## src/rtl/core/lrupbm_pkg.sv

```systemverilog
`timescale 1ns / 1ps
// ----------------------------------------------------------------------------
// lrupbm_pkg
// Shared types and constants for the LRU page buffer manager.
// ----------------------------------------------------------------------------
package lrupbm_pkg;

  // Default size of the frame pool.
  localparam int FRAME_COUNT_DEF = 16;

  // Field widths.
  localparam int FILE_W  = 16;
  localparam int PAGE_W  = 16;
  localparam int TAG_W   = FILE_W + PAGE_W;
  localparam int ACT_W   = 2;
  localparam int SLOT_W  = 4;
  localparam int IN_DW   = 32;
  localparam int OUT_DW  = 40;

  // Result action codes.
  localparam logic [ACT_W-1:0] ACT_HIT  = 2'd0;
  localparam logic [ACT_W-1:0] ACT_WB   = 2'd1;
  localparam logic [ACT_W-1:0] ACT_LOAD = 2'd2;

  // Commands from the controller to the datapath.
  typedef struct packed {
    logic capture;   // latch the request tag
    logic hit;       // emit hit result and make the hit slot most recent
    logic fill;      // take the next unused slot and emit a load
    logic wb;        // emit write-back of the LRU frame, latch victim slot
    logic load;      // reuse the victim slot and emit a load
  } lrupbm_cmd_t;

  // Status from the datapath to the controller.
  typedef struct packed {
    logic hit;       // request tag found in a valid slot
    logic full;      // every slot is in use
    logic out_free;  // output register can take a result this cycle
  } lrupbm_sts_t;

endpackage

```

## src/rtl/core/lru_page_buffer_manager_top.sv

```systemverilog
`timescale 1ns / 1ps
// ----------------------------------------------------------------------------
// lru_page_buffer_manager_top
// Fully associative page frame manager with least-recently-used replacement.
// ----------------------------------------------------------------------------
// Usage:
//   The input stream carries one request item per page lookup: file id in
//   in_tdata[15:0], page number in in_tdata[31:16]. Each request yields one
//   or two items on the output stream: a hit, a load into a free slot, or a
//   write-back of the oldest frame followed by a load into that slot.
//   out_tlast marks the final item of a request; out_tuser is the action.
//   Timing: a request is taken in the idle state and looked up in the lookup
//   state once the output register is free; a write-back adds a second item.
//   The recency update of the single rank table must finish before the next
//   lookup; no new request is taken until the last one's items are issued.
//   The request tag is registered on accept; the lookup fills the output register.
//   A result waiting in the output register does not block the next request
//   from being accepted; its lookup then waits until the register frees.
//   When the receiver stalls, the output item holds and the block stops.
//   Reset empties the pool (all slots unused, ranks zero); no clearing pass.
// ----------------------------------------------------------------------------
module lru_page_buffer_manager_top #(
  parameter int FRAME_COUNT = lrupbm_pkg::FRAME_COUNT_DEF
) (
  input  logic                          clk,
  input  logic                          rst_n,
  input  logic                          in_tvalid,
  output logic                          in_tready,
  // [15:0] req_file, [31:16] req_page
  input  logic [lrupbm_pkg::IN_DW-1:0]  in_tdata,
  output logic                          out_tvalid,
  input  logic                          out_tready,
  // [3:0] frame_slot, [19:4] page_file, [35:20] page_number, [39:36] zero
  output logic [lrupbm_pkg::OUT_DW-1:0] out_tdata,
  // [1:0] action
  output logic [lrupbm_pkg::ACT_W-1:0]  out_tuser,
  output logic                          out_tlast
);
  import lrupbm_pkg::*;

  lrupbm_cmd_t       cmd;
  lrupbm_sts_t       sts;
  logic [SLOT_W-1:0] out_slot;
  logic [FILE_W-1:0] out_file;
  logic [PAGE_W-1:0] out_page;

  // Controller.
  lrupbm_ctrl u_ctrl (
    .clk      (clk),
    .rst_n    (rst_n),
    .in_valid (in_tvalid),
    .in_ready (in_tready),
    .sts      (sts),
    .cmd      (cmd)
  );

  // Datapath.
  lrupbm_dp #(
    .FRAME_COUNT (FRAME_COUNT)
  ) u_dp (
    .clk        (clk),
    .rst_n      (rst_n),
    .req_file   (in_tdata[FILE_W-1:0]),
    .req_page   (in_tdata[FILE_W+PAGE_W-1:FILE_W]),
    .cmd        (cmd),
    .sts        (sts),
    .out_ready  (out_tready),
    .out_valid  (out_tvalid),
    .out_action (out_tuser),
    .out_slot   (out_slot),
    .out_file   (out_file),
    .out_page   (out_page),
    .out_last   (out_tlast)
  );

  // Pack the result payload, padded to whole bytes.
  assign out_tdata = {4'b0000, out_page, out_file, out_slot};

endmodule

```

## src/rtl/core/lrupbm_dp.sv

```systemverilog
`timescale 1ns / 1ps
// ----------------------------------------------------------------------------
// lrupbm_dp
// Datapath: tag store with parallel lookup, recency ranks, fill count,
// victim selection and the result register.
// ----------------------------------------------------------------------------
module lrupbm_dp #(
  parameter int FRAME_COUNT = lrupbm_pkg::FRAME_COUNT_DEF
) (
  input  logic                          clk,
  input  logic                          rst_n,
  input  logic [lrupbm_pkg::FILE_W-1:0] req_file,
  input  logic [lrupbm_pkg::PAGE_W-1:0] req_page,
  input  lrupbm_pkg::lrupbm_cmd_t       cmd,
  output lrupbm_pkg::lrupbm_sts_t       sts,
  input  logic                          out_ready,
  output logic                          out_valid,
  output logic [lrupbm_pkg::ACT_W-1:0]  out_action,
  output logic [lrupbm_pkg::SLOT_W-1:0] out_slot,
  output logic [lrupbm_pkg::FILE_W-1:0] out_file,
  output logic [lrupbm_pkg::PAGE_W-1:0] out_page,
  output logic                          out_last
);
  import lrupbm_pkg::*;

  localparam int SW = (FRAME_COUNT > 1) ? $clog2(FRAME_COUNT) : 1;
  localparam int CW = $clog2(FRAME_COUNT + 1);
  localparam logic [SW-1:0] AGE_MAX = SW'(FRAME_COUNT - 1);
  localparam logic [CW-1:0] CNT_FULL = CW'(FRAME_COUNT);

  logic [TAG_W-1:0]       req_tag_r;
  logic [TAG_W-1:0]       tag_r [FRAME_COUNT];
  logic [FRAME_COUNT-1:0] valid_r;
  logic [SW-1:0]          age_r [FRAME_COUNT];
  logic [CW-1:0]          used_r;
  logic [SW-1:0]          vic_r;

  logic                   out_valid_r;
  logic [ACT_W-1:0]       out_action_r;
  logic [SLOT_W-1:0]      out_slot_r;
  logic [FILE_W-1:0]      out_file_r;
  logic [PAGE_W-1:0]      out_page_r;
  logic                   out_last_r;

  logic [FRAME_COUNT-1:0] match;
  logic [SW-1:0]          hit_idx;
  logic [SW-1:0]          lru_idx;
  logic [SW-1:0]          fill_idx;
  logic [SW-1:0]          hit_age;
  logic                   full;
  logic                   out_free;

  // Parallel tag compare; the lowest matching index wins.
  always_comb begin
    hit_idx = '0;
    lru_idx = '0;
    for (int i = FRAME_COUNT - 1; i >= 0; i--) begin
      match[i] = valid_r[i] && (tag_r[i] == req_tag_r);
      if (match[i]) begin
        hit_idx = SW'(i);
      end
      // With a full pool the ranks are distinct, so exactly one slot is oldest.
      if (valid_r[i] && (age_r[i] == AGE_MAX)) begin
        lru_idx = SW'(i);
      end
    end
  end

  assign hit_age  = age_r[hit_idx];
  assign full     = (used_r == CNT_FULL);
  assign fill_idx = used_r[SW-1:0];
  assign out_free = !out_valid_r || out_ready;

  assign sts.hit      = |match;
  assign sts.full     = full;
  assign sts.out_free = out_free;

  // Slot index widened or cut to the four-bit result field.
  function automatic logic [SLOT_W-1:0] slot_field(input logic [SW-1:0] idx);
    logic [SW+SLOT_W-1:0] ext;
    ext = {{SLOT_W{1'b0}}, idx};
    return ext[SLOT_W-1:0];
  endfunction

  // Request tag and tag store; contents are meaningful only where valid.
  always_ff @(posedge clk) begin
    if (cmd.capture) begin
      req_tag_r <= {req_file, req_page};
    end
    if (cmd.fill) begin
      tag_r[fill_idx] <= req_tag_r;
    end
    if (cmd.load) begin
      tag_r[vic_r] <= req_tag_r;
    end
    if (cmd.wb) begin
      vic_r <= lru_idx;
    end
  end

  // Valid bits, recency ranks and fill count.
  always_ff @(posedge clk) begin
    if (!rst_n) begin
      valid_r <= '0;
      used_r  <= '0;
      for (int i = 0; i < FRAME_COUNT; i++) begin
        age_r[i] <= '0;
      end
    end else begin
      if (cmd.hit) begin
        for (int i = 0; i < FRAME_COUNT; i++) begin
          if ((SW'(i) != hit_idx) && valid_r[i] && (age_r[i] < hit_age)) begin
            age_r[i] <= age_r[i] + SW'(1);
          end
        end
        age_r[hit_idx] <= '0;
      end
      if (cmd.fill) begin
        for (int i = 0; i < FRAME_COUNT; i++) begin
          if (valid_r[i]) begin
            age_r[i] <= age_r[i] + SW'(1);
          end
        end
        age_r[fill_idx]   <= '0;
        valid_r[fill_idx] <= 1'b1;
        used_r            <= used_r + CW'(1);
      end
      // The victim holds the oldest rank, so every other slot ages by one.
      if (cmd.load) begin
        for (int i = 0; i < FRAME_COUNT; i++) begin
          if (SW'(i) != vic_r) begin
            age_r[i] <= age_r[i] + SW'(1);
          end
        end
        age_r[vic_r] <= '0;
      end
    end
  end

  // Result register valid flag.
  always_ff @(posedge clk) begin
    if (!rst_n) begin
      out_valid_r <= 1'b0;
    end else if (cmd.hit || cmd.fill || cmd.wb || cmd.load) begin
      out_valid_r <= 1'b1;
    end else if (out_ready) begin
      out_valid_r <= 1'b0;
    end
  end

  // Result register payload.
  always_ff @(posedge clk) begin
    if (cmd.hit) begin
      out_action_r <= ACT_HIT;
      out_slot_r   <= slot_field(hit_idx);
      out_file_r   <= req_tag_r[TAG_W-1:PAGE_W];
      out_page_r   <= req_tag_r[PAGE_W-1:0];
      out_last_r   <= 1'b1;
    end else if (cmd.fill) begin
      out_action_r <= ACT_LOAD;
      out_slot_r   <= slot_field(fill_idx);
      out_file_r   <= req_tag_r[TAG_W-1:PAGE_W];
      out_page_r   <= req_tag_r[PAGE_W-1:0];
      out_last_r   <= 1'b1;
    end else if (cmd.wb) begin
      out_action_r <= ACT_WB;
      out_slot_r   <= slot_field(lru_idx);
      out_file_r   <= tag_r[lru_idx][TAG_W-1:PAGE_W];
      out_page_r   <= tag_r[lru_idx][PAGE_W-1:0];
      out_last_r   <= 1'b0;
    end else if (cmd.load) begin
      out_action_r <= ACT_LOAD;
      out_slot_r   <= slot_field(vic_r);
      out_file_r   <= req_tag_r[TAG_W-1:PAGE_W];
      out_page_r   <= req_tag_r[PAGE_W-1:0];
      out_last_r   <= 1'b1;
    end
  end

  assign out_valid  = out_valid_r;
  assign out_action = out_action_r;
  assign out_slot   = out_slot_r;
  assign out_file   = out_file_r;
  assign out_page   = out_page_r;
  assign out_last   = out_last_r;

endmodule

```

## src/rtl/core/lrupbm_ctrl.sv

```systemverilog
`timescale 1ns / 1ps
// ----------------------------------------------------------------------------
// lrupbm_ctrl
// Controller: sequences request capture, lookup and the one or two results.
// ----------------------------------------------------------------------------
module lrupbm_ctrl (
  input  logic                    clk,
  input  logic                    rst_n,
  input  logic                    in_valid,
  output logic                    in_ready,
  input  lrupbm_pkg::lrupbm_sts_t sts,
  output lrupbm_pkg::lrupbm_cmd_t cmd
);
  import lrupbm_pkg::*;

  localparam logic [1:0] ST_IDLE = 2'd0;
  localparam logic [1:0] ST_LOOK = 2'd1;
  localparam logic [1:0] ST_WB   = 2'd2;

  logic [1:0] state_r;
  logic [1:0] state_nxt;

  // Next state and datapath commands.
  always_comb begin
    state_nxt   = state_r;
    cmd         = '0;
    in_ready    = 1'b0;
    unique case (state_r)
      ST_IDLE: begin
        in_ready = 1'b1;
        if (in_valid) begin
          cmd.capture = 1'b1;
          state_nxt   = ST_LOOK;
        end
      end
      ST_LOOK: begin
        if (sts.out_free) begin
          if (sts.hit) begin
            cmd.hit   = 1'b1;
            state_nxt = ST_IDLE;
          end else if (!sts.full) begin
            cmd.fill  = 1'b1;
            state_nxt = ST_IDLE;
          end else begin
            cmd.wb    = 1'b1;
            state_nxt = ST_WB;
          end
        end
      end
      ST_WB: begin
        if (sts.out_free) begin
          cmd.load  = 1'b1;
          state_nxt = ST_IDLE;
        end
      end
      default: begin
        state_nxt = ST_IDLE;
      end
    endcase
  end

  // State register.
  always_ff @(posedge clk) begin
    if (!rst_n) begin
      state_r <= ST_IDLE;
    end else begin
      state_r <= state_nxt;
    end
  end

endmodule
```

## config.mk

```make
export PLATFORM = sky130hd
export DESIGN_NAME = lru_page_buffer_manager_top
export DESIGN_NICKNAME = d
export VERILOG_FILES = /design/src/rtl/core/lrupbm_pkg.sv /design/src/rtl/core/lru_page_buffer_manager_top.sv /design/src/rtl/core/lrupbm_dp.sv /design/src/rtl/core/lrupbm_ctrl.sv
export SDC_FILE = /design/constraint.sdc
export NUM_CORES = 1
export LEC_CHECK = 0
export BUFFER_PORTS_ARGS = -buffer_cell sky130_fd_sc_hd__buf_2
export CAP_MARGIN = 20
export CORE_AREA = 8 8 300 302
export CTS_BUF_LIST = sky130_fd_sc_hd__clkbuf_8 sky130_fd_sc_hd__clkbuf_16
export CTS_CLUSTER_SIZE = 24
export DETAILED_ROUTE_END_ITERATION = 10
export DIE_AREA = 0 0 308 310
export HOLD_SLACK_MARGIN = 0.03
export PLACE_DENSITY_LB_ADDON = 0.08
export SLEW_MARGIN = 20
export SYNTH_ARGS = -nofsm -noshare
export SYNTH_HDL_FRONTEND = slang
export SYNTH_SLANG_ARGS = --single-unit
export TNS_END_PERCENT = 30
```

## constraint.sdc

```tcl
create_clock -name clk -period 7.49 [get_ports clk]
set_input_delay 1.498 -clock clk [delete_from_list [all_inputs] [get_ports clk]]
set_output_delay 1.498 -clock clk [all_outputs]
set_load 0.05 [all_outputs]
```

==> results of run 1 <==
worst paths after layout:
| kind | slack (ns) | to | from | cells after the start |
|---|---|---|---|---|
| min reg2reg | 0.47 | u_dp.out_action[0]$_SDFFE_PP0P_ | u_dp.out_action[0]$_SDFFE_PP0P_ | 2 |
| min | 0.47 | u_dp.out_action[0]$_SDFFE_PP0P_ | u_dp.out_action[0]$_SDFFE_PP0P_ | 2 |
| max reg2reg | 0.59 | u_dp.age_r[13][2]$_SDFFE_PP0P_ | u_dp.req_tag_r[2]$_DFFE_PP_ | 20 |
| max | 0.59 | u_dp.age_r[13][2]$_SDFFE_PP0P_ | u_dp.req_tag_r[2]$_DFFE_PP_ | 20 |
power by group:
| part | total [uW] | internal (uW) | switching, uW |
|---|---|---|---|
| Clock | 3860 | 2170 | 1690 |
| Combinational | 727 | 215 | 512 |
| Sequential | 4240 | 4140 | 101 |
metal layers:
metal,global-route usage (%),up-vias,wire [um]
li1,-,13649,-
met1,46.8,15953,68500
met2,50.3,2064,71100
met3,7.22,339,17100
met4,15.2,4,8760
met5,0,-,28
cells in the mapped netlist (22+ instances only):
cell type	instances	area (sq um)
xor2_1	310	2720
nor4b_1	23	201
a311oi_1	106	928
ha_1	52	651
and3_1	81	507
nand4_1	104	651
edfxtp_1	584	17500
buf_2	54	270
inv_1	24	90.1
nand3_1	187	936
nand2b_1	32	200
o21ai_0	65	325
mux2i_1	42	420
a21oi_1	82	410
clkbuf_1	126	473
nor2_1	160	601
buf_1	22	82.6
a21o_1	37	278
nor3_1	65	325
a31oi_1	58	363
a211oi_1	39	293
nand2_1	588	2210
dfxtp_1	91	1820
nor4_1	136	851
xnor2_1	196	1720
final cells by class:
class / count / area (sq um)
Sequential cell: 675 / 19400
Fill cell: 7909 / 43000
Clock buffer: 83 / 2050
Timing Repair Buffer: 222 / 1550
Clock inverter: 63 / 503
Multi-Input combinational cell: 2682 / 17600
Inverter: 28 / 115
Tap cell: 1155 / 1450
sequential cells by signal (all words and copies together) (netlist names):
signal           cells
u_dp.valid_r        16
u_dp.req_tag_r      32
u_dp.out_action      2
u_dp.out_page       16
u_dp.tag_r         512
u_dp.out_last        1
u_dp.out_valid       1
u_dp.out_file       16
u_dp.out_slot        4
u_ctrl.state_r       2
u_dp.used_r          5
u_dp.age_r          64
u_dp.vic_r           4
worst max-delay path: stages, from the launching register on:
cell and delay [ns]:
edfxtp_1 0.85, buf_4 0.41, xnor2_1 0.25, nor4b_1 0.29, nand4_1 0.26, or4_1 0.64, o21a_1 0.20, a211oi_2 0.44
or2_1 0.43, buf_4 0.27, mux2i_1 0.20, a21oi_1 0.10, o221ai_2 0.55, buf_4 0.34, ha_1 0.26, o21ai_0 0.16
a31oi_1 0.08, a2111oi_2 0.39, nor2_1 0.15, or3_1 0.37, a21oi_1 0.14
through the flow:
stage	instance area (sq um)	hold slack [ns]	total power, uW	cells	utilization [%]
after CTS	42600	0.470	8850	4906	49.8
after global placement	40100	0.460	5020	4760	46.8
after detailed placement	40100	0.461	5020	4760	46.8
after floorplan	37900	0.479	4700	3609	-
after global routing	42700	0.510	9030	4908	49.8
final	42700	0.474	8830	4908	49.8
logic make-up after synthesis:
logic type	share of synthesized area (%)
adders and majority gates	1.74
and+or+nand+nor	20.4
buffers and inverters	2.99
DFF	51.1
AOI/OAI and AO/OA	10.2
other	0.00989
xor gates and xnor gates	11.7
muxes	1.92
==> impl_metrics.toml, run 1 <==
[logic_synthesis]
synth_edf_count = 584
synth.distinct_cells = 99
synth_flop_cell = "edfxtp_1"
ys_seq_elements = 675
yosysWarnings = 0
synth-seq-area-share_pct = 51.1
netlist_area_sq_um = 37900
synthArstFlopShare_pct = 0
avgSynthCellArea_sq_um = 10.5
syn_inst = 3606

[detailed_routing]
drc_errors = 0
drt_wl_total_um = 166000
drt_iter0_markers = 5060
routedWlPerCell_um = 33.7
dr.pass1.iters = 6
ant_nets = 0
viasPerCell = 6.52
vias = 32009

[floorplanning]
dieArea_sq_um = 95500
ios = 81
rows = 108
core_area_sq_um = 85700
die_x_um = 308
initial_utilization_pct = 44.2
fp.dieH_um = 310

[finish]
nets = 3776
antennaDiodeCount = 0
drive_gt1_share_pct = 11.7
area_delta_synth_final_pct = 12.6
final_cell_mix = "nand2_1 (585), edfxtp_1 (584), xor2_1 (310)"
layout_commonest_cell = "nand2_1"

[timing]
min_period_ns = 6.90
rsz0062_at_grt = "false"
setup_slack_ns = 0.587
max-slew-margin-rel_pct = 21.4
fin_setup_tns_ns = 0
min_period_over_period_pct = 92.2
slew_violations = 0
max_freq_ghz = 0.145
fin_skew_ns = 0.0427
final_hold_viol_count = 0
setup_viol = 0
tightest_slew_ns = 1.16

[clocking]
cts_tree = "built"
cts_max_path_buffers = 3
cts_resized = 0
cts.sink_count = 675
cts_setup_buffers = 0
cts_hold_buffers = 0
path_clk_slew_ns = 0.07
cts_inserted_buffers = 79
clkLatencyLatePin_ns = 0.66
h-tree-depth = 3
cts_root_buf = "clkbuf_16"

[grt]
antenna_found_initial = 4
grtUsageTotal_pct = 33.6
grt_pass1_wl_um = 230000
grt_pass1_vias = 29923
gr-total-overflow = 0
grt_max_degree = 83

[place]
portBuffers = 76
dp_hpwl_um = 122000
place_ws_ns = 0.768
gp_congestion = 1.02

[power_and_ir_drop]
max-vdd-ir-drop_v = 0.000196
leakagePower_uw = 0.0149
power.density_nw_per_um2 = 207

[critical_path]
crit_fanout = 16
crit_required_ns = 8.04
cp-end-kind = "flip-flop"
critPathKind = "flip-flop to flip-flop"
startpoint_type = "flip-flop"
crit_arrival_ns = 7.46

[min_path]
holdCritPathClass = "flip-flop to flip-flop"

[outcome]
status = "complete, no violations"

[run]
maxCapViolCount = 0
(Power assumes the default switching activity.)
==> run 2, diff against run 1 <==
Settings changed: BUFFER_PORTS_ARGS -buffer_cell sky130_fd_sc_hd__buf_2 to default, DONT_BUFFER_PORTS from default to 1.
==> run 2 against run 1 <==
Die area did not move. Sequential share of layout area increased by 0.57 points. Design area decreased by 1.2%. Clock power shrank 4%. Wire length is 0.11% higher. First-iteration DRC count is 8.6% lower. Cell count fell by 1.7%. Critical endpoint is now u_dp.age_r[14][2]$_SDFFE_PP0P_. Largest cell class unchanged.
==> impl_metrics.toml, run 2 (synthesized netlist as in run 1, its figures left out) <==
[place]
dp_cells = 4681
gp_congestion = 1.04
dp_hpwl_um = 123000
portBuffers = 0
place_area_sq_um = 39700

[detailed_routing]
drt_wl_total_um = 166000
dr.pass1.iters = 8
routedWlPerCell_um = 34.3
drc_errors = 0
ant_nets = 0
vias = 31691
viasPerCell = 6.57
drt_iter0_markers = 4623

[critical_path]
path_cells = "xor2_1 -> nor4_1 -> nand4_1 -> or4_1 -> o21a_1 -> a211oi_2 -> or2_1 -> mux2i_1 -> a21oi_1 -> o221ai_2 -> buf_4 -> ha_1 -> o21ai_0 -> a31oi_1 -> a2111oi_2 -> nor2_1 -> or3_1 -> a21oi_1"
rr_endpoint = "u_dp.age_r[14][2]$_SDFFE_PP0P_"
reg2regPathDepth = 18
cpMostUsedCell = "a21oi_1"
crit_required_ns = 8.07
cp_num_cells = 18
cp-end-kind = "flip-flop"
ff2ff_setup_slack_ns = 0.45
cp.buffers_inverters = 1
cpPeakStageDelay_ns = 0.96
crit_fanout = 16
startpoint_type = "flip-flop"
critPathKind = "flip-flop to flip-flop"
critical_path.reg2reg.startpoint = "u_dp.req_tag_r[9]$_DFFE_PP_"
path_delay_family = "simple AND/OR/NAND/NOR gates"
cp_slowest_cell = "edfxtp_1"
crit_arrival_ns = 7.62

[timing]
min_period_over_period_pct = 94.0
rsz0062_at_grt = "false"
setup_viol = 0
max-slew-margin-rel_pct = 21.1
fin_skew_ns = 0.0285
min_period_ns = 7.04
final_hold_viol_count = 0
slew_violations = 0
fin_setup_tns_ns = 0
tightest_slew_ns = 1.16
max_freq_ghz = 0.142

[run]
maxCapViolCount = 0

[min_path]
worstHoldEndpoint = "u_dp.used_r[4]$_SDFFE_PN0P_"
holdCritPathClass = "flip-flop to flip-flop"
hp-start = "u_dp.used_r[4]$_SDFFE_PN0P_"
min_path_cells = 2

[finish]
final_cell_mix = "nand2_1 (585), edfxtp_1 (584), xor2_1 (310)"
num-fill-cells = 7916
top_regs = "u_dp.tag_r (512), u_dp.age_r (64), u_dp.req_tag_r (32)"
area_delta_synth_final_pct = 11.2
drive_gt1_share_pct = 9.95
top_register = "u_dp.tag_r"
multi_input_area_sq_um = 17600
register_area_sq_um = 19400
largest_register_ffs = 512
instances_no_fill = 4825
layout_commonest_cell = "nand2_1"
nets = 3696
fin_area_sq_um = 42100
fin_util_pct = 49.2

[clocking]
h-tree-depth = 3
cts_max_path_buffers = 3
path_clk_slew_ns = 0.06
cts_tree = "built"
cts_root_buf = "clkbuf_16"
cts_hold_buffers = 0
cts.sink_count = 675
cts_inserted_buffers = 80
clkLatencyLatePin_ns = 0.67
cts_resized = 0
cts_setup_buffers = 0

[floorplanning]
die_x_um = 308
ios = 81
dieArea_sq_um = 95500
fp.dieH_um = 310
rows = 108
initial_utilization_pct = 44.2
core_area_sq_um = 85700

[grt]
grt_pass1_vias = 29754
grt_pass1_wl_um = 231000
antenna_found_initial = 5
grtUsageTotal_pct = 33.8
grt_max_degree = 121
gr-total-overflow = 0

[power_and_ir_drop]
power.density_nw_per_um2 = 205
finalPower_uw = 8650
max-vdd-ir-drop_v = 0.000183
leakagePower_uw = 0.0145

[outcome]
status = "complete, no violations"
[run 2: changes by cell type in the layout (fill, tap and decap cells not counted), sizes merged]
| cell | before | now |
|---|---|---|
| clkinvlp | 3 | 4 |
| clkinv | 32 | 38 |
| clkbuf | 84 | 82 |
| buf | 221 | 141 |
| inv | 51 | 44 |
| bufinv | 5 | 2 |
| diode | 0 | 2 |
[run 2: area by class of cell]
class	instances	area share, %
clock inverter	60	0.906
clock buffer	82	4.82
sequential	675	45.9
antenna	2	0.0119
timing repair buffer	141	2.78
tap	1155	3.43
multi-input combinational	2682	41.8
inverter	28	0.273
[run 2: worst max path at each step]
stage,end,from,slack [ns]
global route,u_dp.age_r[14][2]$_SDFFE_PP0P_,u_dp.req_tag_r[9]$_DFFE_PP_,0.21
global placement,u_dp.age_r[14][2]$_SDFFE_PP0P_,u_dp.req_tag_r[9]$_DFFE_PP_,0.59
floorplan,u_dp.age_r[13][2]$_SDFFE_PP0P_,u_dp.req_tag_r[1]$_DFFE_PP_,1.54
detailed placement,u_dp.age_r[13][2]$_SDFFE_PP0P_,u_dp.req_tag_r[9]$_DFFE_PP_,0.59
CTS,u_dp.age_r[13][2]$_SDFFE_PP0P_,u_dp.req_tag_r[9]$_DFFE_PP_,0.56
finish,u_dp.age_r[14][2]$_SDFFE_PP0P_,u_dp.req_tag_r[9]$_DFFE_PP_,0.45
[run 2: per-layer routing]
metal / global-route usage (%) / wire length (um)
met1: 46.3 / 67700
met2: 51.8 / 72700
met3: 7.96 / 17100
met4: 13.8 / 8110
met5: 0 / 0
[run 2: power breakdown]
group	leakage, uW	total [uW]	switching (uW)	internal [uW]
registers	0.00604	4260	120	4140
clock network	0.00124	3710	1670	2040
logic	0.00718	680	481	199
[run 2: stage by stage]
| step | hold slack [ns] | setup slack (ns) |
|---|---|---|
| 2_1_floorplan | 0.479 | 1.54 |
| 3_3_place_gp | 0.519 | 0.589 |
| 6_report | 0.555 | 0.452 |
| 5_1_grt | 0.572 | 0.209 |
| 4_1_cts | 0.548 | 0.562 |
| 3_5_place_dp | 0.529 | 0.595 |
[run 2: tightest hold or removal path, stage by stage, from the launching register on]
cell	delay (ns)
dfxtp_1	0.36
xor2_1	0.08
nor2_1	0.08
